File: config.mk
export PLATFORM = sky130hd
export DESIGN_NAME = radix_digit_converter_core
export DESIGN_NICKNAME = d
export VERILOG_FILES = /design/src/hw/rtl/rdc_pkg.sv /design/src/hw/rtl/rdc_divider.sv /design/src/hw/rtl/rdc_digit_store.sv /design/src/hw/rtl/radix_digit_converter_core.sv
export SDC_FILE = /design/constraint.sdc
export NUM_CORES = 1
export LEC_CHECK = 0
export BUFFER_PORTS_ARGS = -buffer_cell sky130_fd_sc_hd__buf_2
export CAP_MARGIN = 20
export CORE_ASPECT_RATIO = 0.6
export CORE_MARGIN = 8
export CORE_UTILIZATION = 40
export CTS_CLUSTER_DIAMETER = 30
export DETAILED_ROUTE_END_ITERATION = 8
export GPL_ROUTABILITY_DRIVEN = 0
export PLACE_DENSITY = 0.61
export SLEW_MARGIN = 20
export SYNTH_ARGS = -nofsm -noshare
export SYNTH_HDL_FRONTEND = slang
export SYNTH_SLANG_ARGS = --single-unit
File: constraint.sdc
create_clock -name clk_i -period 7.7 [get_ports clk_i]
set_clock_uncertainty 0.1 [all_clocks]
set_input_delay 2.31 -clock clk_i [delete_from_list [all_inputs] [get_ports clk_i]]
set_output_delay 2.31 -clock clk_i [all_outputs]
set_load 0.05 [all_outputs]
File: src/hw/rtl/rdc_pkg.sv
// ----------------------------------------------------------------------------
// rdc_pkg
// Shared constants, types and the digit-to-ASCII mapping for the radix
// digit converter.
// ----------------------------------------------------------------------------
package rdc_pkg;

  localparam int unsigned VALUE_WIDTH = 16;
  localparam int unsigned RADIX_W     = 6;
  localparam int unsigned DIGIT_W     = 6;
  localparam int unsigned CHAR_W      = 7;
  localparam int unsigned CNT_W       = $clog2(VALUE_WIDTH + 1);
  localparam int unsigned IDX_W       = $clog2(VALUE_WIDTH);
  localparam int unsigned STEP_W      = $clog2(VALUE_WIDTH);

  localparam logic [RADIX_W-1:0] RADIX_MIN = RADIX_W'(2);
  localparam logic [RADIX_W-1:0] RADIX_MAX = RADIX_W'(36);

  localparam logic [DIGIT_W-1:0] DIGIT_DEC_LIMIT = DIGIT_W'(10);
  localparam logic [DIGIT_W-1:0] DIGIT_LIMIT     = DIGIT_W'(36);
  localparam logic [CHAR_W-1:0]  CHAR_ZERO       = CHAR_W'(48);
  localparam logic [CHAR_W-1:0]  CHAR_ALPHA_OFS  = CHAR_W'(55);

  typedef struct packed {
    logic                   start;
    logic [VALUE_WIDTH-1:0] dividend;
    logic [RADIX_W-1:0]     divisor;
  } div_req_t;

  typedef struct packed {
    logic                   done;
    logic [VALUE_WIDTH-1:0] quotient;
    logic [DIGIT_W-1:0]     remainder;
  } div_rsp_t;

  function automatic logic [CHAR_W-1:0] digit_to_char(input logic [DIGIT_W-1:0] d);
    logic [CHAR_W-1:0] c;
    if (d < DIGIT_DEC_LIMIT) begin
      c = CHAR_ZERO + {1'b0, d};
    end else if (d < DIGIT_LIMIT) begin
      c = CHAR_ALPHA_OFS + {1'b0, d};
    end else begin
      c = '0;
    end
    return c;
  endfunction

endpackage

File: src/hw/rtl/rdc_divider.sv
// ----------------------------------------------------------------------------
// rdc_divider
// Restoring serial divider: one quotient bit per cycle; done pulses in the
// cycle after the final step.
// ----------------------------------------------------------------------------
module rdc_divider import rdc_pkg::*; (
  input  logic     clk_i,
  input  logic     rst_ni,
  input  div_req_t req_i,
  output div_rsp_t rsp_o
);

  logic                   busy_q, busy_d;
  logic                   done_q, done_d;
  logic [STEP_W-1:0]      step_q, step_d;
  logic [VALUE_WIDTH-1:0] quo_q, quo_d;
  logic [DIGIT_W-1:0]     rem_q, rem_d;
  logic [RADIX_W-1:0]     div_q, div_d;

  logic [DIGIT_W:0] trial;
  logic [DIGIT_W:0] diff;
  logic             ge;

  assign trial = {rem_q, quo_q[VALUE_WIDTH-1]};
  assign ge    = trial >= {1'b0, div_q};
  assign diff  = trial - {1'b0, div_q};

  always_comb begin
    busy_d = busy_q;
    done_d = 1'b0;
    step_d = step_q;
    quo_d  = quo_q;
    rem_d  = rem_q;
    div_d  = div_q;
    if (busy_q) begin
      quo_d  = {quo_q[VALUE_WIDTH-2:0], ge};
      rem_d  = ge ? diff[DIGIT_W-1:0] : trial[DIGIT_W-1:0];
      step_d = step_q - STEP_W'(1);
      if (step_q == '0) begin
        busy_d = 1'b0;
        done_d = 1'b1;
      end
    end else if (req_i.start) begin
      busy_d = 1'b1;
      step_d = STEP_W'(VALUE_WIDTH - 1);
      quo_d  = req_i.dividend;
      rem_d  = '0;
      div_d  = req_i.divisor;
    end
  end

  always_ff @(posedge clk_i or negedge rst_ni) begin
    if (!rst_ni) begin
      busy_q <= 1'b0;
      done_q <= 1'b0;
      step_q <= '0;
    end else begin
      busy_q <= busy_d;
      done_q <= done_d;
      step_q <= step_d;
    end
  end

  always_ff @(posedge clk_i) begin
    quo_q <= quo_d;
    rem_q <= rem_d;
    div_q <= div_d;
  end

  assign rsp_o.done      = done_q;
  assign rsp_o.quotient  = quo_q;
  assign rsp_o.remainder = rem_q;

endmodule

File: src/hw/rtl/rdc_digit_store.sv
// ----------------------------------------------------------------------------
// rdc_digit_store
// Digit memory: one write port, one read port with registered read data.
// ----------------------------------------------------------------------------
module rdc_digit_store import rdc_pkg::*; (
  input  logic               clk_i,
  input  logic               we_i,
  input  logic [IDX_W-1:0]   wr_addr_i,
  input  logic [DIGIT_W-1:0] wr_data_i,
  input  logic               rd_en_i,
  input  logic [IDX_W-1:0]   rd_addr_i,
  output logic [DIGIT_W-1:0] rd_data_o
);

  logic [DIGIT_W-1:0] mem_q [VALUE_WIDTH];
  logic [DIGIT_W-1:0] rd_data_q;

  always_ff @(posedge clk_i) begin
    if (we_i) begin
      mem_q[wr_addr_i] <= wr_data_i;
    end
  end

  always_ff @(posedge clk_i) begin
    if (rd_en_i) begin
      rd_data_q <= mem_q[rd_addr_i];
    end
  end

  assign rd_data_o = rd_data_q;

endmodule

File: src/hw/rtl/radix_digit_converter_core.sv
// ----------------------------------------------------------------------------
// radix_digit_converter_core
// Converts an unsigned value to ASCII digits in radix 2..36, most
// significant first, with last set on the final digit.
// ----------------------------------------------------------------------------
// One word is taken at a time; in_stall_o stays high until the last digit
// has been taken. Each digit is computed in the shared serial divider
// (one quotient bit per cycle) and written to the digit memory; once all
// digits are stored, each is read back (S_RD) and presented (S_OUT).
// A zero value, or a radix outside 2..36, yields no output words and
// leaves the input open, as the core stays in S_IDLE.
module radix_digit_converter_core import rdc_pkg::*; (
  input  logic                   clk_i,
  input  logic                   rst_ni,
  input  logic                   in_valid_i,
  output logic                   in_stall_o,
  input  logic [VALUE_WIDTH-1:0] value_i,
  input  logic [RADIX_W-1:0]     radix_i,
  output logic                   out_valid_o,
  input  logic                   out_stall_i,
  output logic [CHAR_W-1:0]      digit_char_o,
  output logic                   last_o
);

  typedef enum logic [3:0] {
    S_IDLE = 4'b0001,
    S_DIV  = 4'b0010,
    S_RD   = 4'b0100,
    S_OUT  = 4'b1000
  } state_e;

  state_e             state_q, state_d;
  logic [RADIX_W-1:0] radix_q, radix_d;
  logic [CNT_W-1:0]   cnt_q, cnt_d;
  logic [CNT_W-1:0]   cnt_m1;

  div_req_t div_req;
  div_rsp_t div_rsp;

  logic               st_we;
  logic               st_rd_en;
  logic [DIGIT_W-1:0] st_rd_data;

  logic in_acc;
  logic out_acc;
  logic radix_ok;

  assign in_acc   = in_valid_i && !in_stall_o;
  assign out_acc  = out_valid_o && !out_stall_i;
  assign radix_ok = (radix_i >= RADIX_MIN) && (radix_i <= RADIX_MAX);
  assign cnt_m1   = cnt_q - CNT_W'(1);

  always_comb begin
    state_d          = state_q;
    radix_d          = radix_q;
    cnt_d            = cnt_q;
    div_req.start    = 1'b0;
    div_req.dividend = div_rsp.quotient;
    div_req.divisor  = radix_q;
    st_we            = 1'b0;
    st_rd_en         = 1'b0;
    unique case (state_q)
      S_IDLE: begin
        div_req.dividend = value_i;
        div_req.divisor  = radix_i;
        if (in_acc && radix_ok && (value_i != '0)) begin
          div_req.start = 1'b1;
          radix_d       = radix_i;
          cnt_d         = '0;
          state_d       = S_DIV;
        end
      end
      S_DIV: begin
        if (div_rsp.done) begin
          st_we = 1'b1;
          cnt_d = cnt_q + CNT_W'(1);
          if ((div_rsp.quotient == '0) || (cnt_q == CNT_W'(VALUE_WIDTH - 1))) begin
            state_d = S_RD;
          end else begin
            div_req.start = 1'b1;
          end
        end
      end
      S_RD: begin
        st_rd_en = 1'b1;
        state_d  = S_OUT;
      end
      S_OUT: begin
        if (out_acc) begin
          cnt_d   = cnt_m1;
          state_d = (cnt_q == CNT_W'(1)) ? S_IDLE : S_RD;
        end
      end
      default: begin
        state_d = S_IDLE;
      end
    endcase
  end

  always_ff @(posedge clk_i or negedge rst_ni) begin
    if (!rst_ni) begin
      state_q <= S_IDLE;
      cnt_q   <= '0;
    end else begin
      state_q <= state_d;
      cnt_q   <= cnt_d;
    end
  end

  always_ff @(posedge clk_i) begin
    radix_q <= radix_d;
  end

  rdc_divider u_divider (
    .clk_i  (clk_i),
    .rst_ni (rst_ni),
    .req_i  (div_req),
    .rsp_o  (div_rsp)
  );

  rdc_digit_store u_store (
    .clk_i     (clk_i),
    .we_i      (st_we),
    .wr_addr_i (cnt_q[IDX_W-1:0]),
    .wr_data_i (div_rsp.remainder),
    .rd_en_i   (st_rd_en),
    .rd_addr_i (cnt_m1[IDX_W-1:0]),
    .rd_data_o (st_rd_data)
  );

  assign in_stall_o   = (state_q != S_IDLE);
  assign out_valid_o  = (state_q == S_OUT);
  assign digit_char_o = digit_to_char(st_rd_data);
  assign last_o       = (cnt_q == CNT_W'(1));

  a_out_blocks_in: assert property (@(posedge clk_i) disable iff (!rst_ni)
    out_valid_o |-> in_stall_o)
    else $error("output word while input open");

  a_last_ends_item: assert property (@(posedge clk_i) disable iff (!rst_ni)
    (out_valid_o && last_o && !out_stall_i) |=> (!out_valid_o && !in_stall_o))
    else $error("item not finished after last word");

  a_no_word_item: assert property (@(posedge clk_i) disable iff (!rst_ni)
    (in_valid_i && !in_stall_o &&
     ((radix_i < RADIX_MIN) || (radix_i > RADIX_MAX) || (value_i == '0)))
    |=> (!in_stall_o && !out_valid_o))
    else $error("ignored item started work");

  a_cnt_range: assert property (@(posedge clk_i) disable iff (!rst_ni)
    cnt_q <= CNT_W'(VALUE_WIDTH))
    else $error("digit count out of range");

endmodule
==> impl_metrics.py <==
metrics = {
    "yosys": {
        "synth.top_cells.by_area": "edfxtp_1 60%, mux4_2 9.9%, dfrtp_1 5.1%, ha_1 3.3%, nand2_1 3.1%",
        "ys_seq_elements": 151,
        "syn_inst": 466,
        "ys_seq_area_share_pct": 65.4,
        "syn-num-nets": 511,
        "postSynthAreaPerCell_sq_um": 14.6,
        "synth_async_sr_flop_share_pct": 9.93,
        "yosys.area.top_type_share_pct": 59.8,
        "synth_warnings": 0,
        "ys.flop_type": "edfxtp_1",
        "synth_edf_count": 136,
        "synth_area_sq_um": 6820,
        "synth_area_leader_cell": "edfxtp_1",
        "synth_cell_types": 54,
    },
    "sta": {
        "setup_viol": 0,
        "rsz0062_at_grt": "no",
        "worst_pin_slew_ps": 952,
        "final.setup.tns_ps": 0,
        "period_needed_ps": 4890,
        "relSlewSlack_pct": 36.0,
        "drv_slew": 0,
        "fmaxAchievable_ghz": 0.204,
        "fin_crit_sh_pct": 63.5,
        "finalHoldViolCount": 0,
        "fin_hold_ws_ps": 396,
    },
    "placement": {
        "portBuffers": 35,
        "placed_area_sq_um": 7260,
        "dp_hpwl_mm": 10.2,
    },
    "power": {
        "ir_worst_vdd_v": 0.000149,
        "power-per-cell-area_nw_per_um2": 357,
        "switching_share_pct": 29.6,
        "leakagePower_nw": 2.80,
        "clockPowerShare_pct": 31.7,
        "intPower_mw": 1.98,
        "total_power_mw": 2.82,
        "switchingPower_uw": 835,
        "seq_power_share_pct": 44.9,
        "comb_power_share_pct": 23.4,
    },
    "worst_setup_path": {
        "crit_path_max_fanout": 7,
        "cp_top_family": "simple AND/OR/NAND/NOR gates",
        "crit_chain": "inv_1, ha_1, nor4b_1, buf_2",
        "crit_path_end_kind": "output pin",
        "critPathLaunch": "cnt_q[1]",
        "start_kind": "register",
        "path_class": "reg -> out",
        "crit_required_ps": 5290,
        "rr_endpoint": "u_store.rd_data_o[4]",
        "setup.worst_path.end": "last_o",
        "reg2reg_depth": 6,
        "slowest_stage": "nor4b_1",
        "reg2reg_slack_ps": 4500,
        "max_stage_delay_ps": 760,
        "arrival_ps": 2480,
        "worstSetupPathDepth": 4,
        "path_buf_inv": 2,
        "r2r-start": "cnt_q[0]",
    },
    "cells_and_area": {
        "final_core_util_pct": 46.7,
        "antenna_cells": 0,
        "most-common-layout-cells": "136 x edfxtp_1, 57 x nand2_1, 35 x o21ai_0, 35 x buf_2",
        "final_net_count": 552,
        "area_growth_pct": 15.7,
        "drive_gt1_share_pct": 21.3,
        "mostFrequentLayoutCell": "edfxtp_1",
        "final_cell_area_sq_um": 7890,
    },
    "floorplan": {
        "rows": 37,
        "io_pins": 36,
        "die_h_microns": 117,
        "coreArea_sq_um": 16900,
        "initial_utilization_pct": 40.4,
        "die_area_sq_um": 21600,
        "die_w_microns": 185,
    },
    "drt": {
        "wl_mm": 14.6,
        "drc": 0,
        "wl_per_cell_microns": 19.4,
        "viasPerCell": 5.42,
        "dr.pass1.iters": 5,
        "vias": 4084,
        "drt-initial-drc-count": 324,
        "drtAntennaViolNets": 0,
    },
    "clock_network": {
        "cts_tree": "done",
        "cts_max_path_buffers": 2,
        "numCtsBuffers": 17,
        "clock_latency_ps": 420,
        "clkSinkCount": 151,
        "hold_buffers": 0,
        "postCtsSetupBuffers": 0,
        "root_buffer": "clkbuf_16",
        "clk_pin_slew_worst_paths_ps": 60,
        "post_cts_resize_count": 0,
        "htreeDepth": 4,
    },
    "grt": {
        "grt_usage_pct": 14.3,
        "grt_use_met3_pct": 4.07,
        "grt_overflow": 0,
        "grt_pass1_vias": 3934,
        "grt_pass1_wl_mm": 22.8,
        "grtUsageMet1_pct": 21.4,
        "grt-busiest-layer": "met1",
        "grt_max_degree": 53,
        "grtUsageMet2_pct": 19.3,
        "grt_antenna_before_repair": 0,
    },
    "run_status": {
        "status": "complete, no violations",
    },
    "flow_run": {
        "cap_violations": 0,
    },
    "min_path": {
        "hp-class": "reg -> reg",
    },
}
cells in the mapped netlist (all sizes together), types with 2 or more instances:
master	number
a211oi	2
nor4b	3
o22a	2
mux4	30
buf	4
nand4	3
a22o	2
o21ai	35
nor4	8
clkbuf	14
nand3	4
inv	22
o22ai	3
o31ai	2
a21o	4
nor2	30
nand2	57
xnor2	6
nand3b	3
a21oi	12
o211ai	2
nor3	8
or4b	2
edfxtp	136
ha	18
a31oi	2
mux2	6
o21a	4
mux2i	4
dfrtp	14
nand2b	8
and3	2
worst reg2reg max path: stages (launching register included):
cell and delay, ps:
dfrtp_1 350, buf_4 470, inv_1 200, ha_1 510, buf_4 360, mux4_2 440, mux4_2 500
worst min path at each step:
stage | depth (start not counted) | end | startpoint
6_report | 1 | u_divider.step_q[0] | u_divider.step_q[0]
5_1_grt | 1 | u_divider.step_q[0] | u_divider.step_q[0]
4_1_cts | 1 | u_divider.step_q[0] | u_divider.step_q[0]
3_5_place_dp | 1 | u_divider.step_q[0] | u_divider.step_q[0]
3_3_place_gp | 1 | u_divider.step_q[0] | u_divider.step_q[0]
2_1_floorplan | 1 | u_divider.done_q | u_divider.step_q[3]
logic make-up (layout without fill, tap and decap cells):
| group | after synthesis | count (layout) | share of synthesized area (%) |
|---|---|---|---|
| buf+inv | 40 | 94 | 2.37 |
| compound gates | 76 | 76 | 6.82 |
| xor+xnor | 6 | 6 | 0.770 |
| flops | 151 | 151 | 65.4 |
| simple gates | 134 | 134 | 9.61 |
| mux | 40 | 40 | 11.5 |
| fa+ha+maj | 19 | 19 | 3.59 |
sequential cells by signal, indices dropped and copies added (netlist names):
signal	count
u_store.mem_q	96
u_divider.quo_q	16
radix_q	6
u_divider.div_q	6
u_divider.rem_q	6
u_store.rd_data_o	6
cnt_q	5
state_q	4
u_divider.step_q	4
u_divider.busy_q	1
u_divider.done_q	1
layer usage:
layer	wire [microns]	vias up
met4	204	0
met5	0	-
li1	-	1866
met3	1020	19
met1	7390	2073
met2	6020	126
final cells by class:
type	instances	area, sq um
well taps	234	293
clock buffers	23	488
clock inverters	9	145
multi-input cells	275	2210
fillers	1451	9000
flip-flops and latches	151	4460
repair buffers	40	213
inverters	22	85.1
power by group through the flow:
stage | clock network [mW] | registers, mW | logic, mW
6_report | 0.893 | 1.27 | 0.660
5_1_grt | 0.928 | 1.29 | 0.733
3_5_place_dp | 0 | 1.28 | 0.658
2_1_floorplan | 0 | 1.21 | 0.514
4_1_cts | 0.903 | 1.27 | 0.663
3_3_place_gp | 0 | 1.27 | 0.646
stage by stage:
stage	setup WS [ps]	cells
2_1_floorplan	2820	466
3_3_place_gp	3240	722
3_5_place_dp	3190	722
4_1_cts	2830	754
5_1_grt	2640	754
6_report	2810	754
No activity file was read; power rests on OpenSTA's default activity.
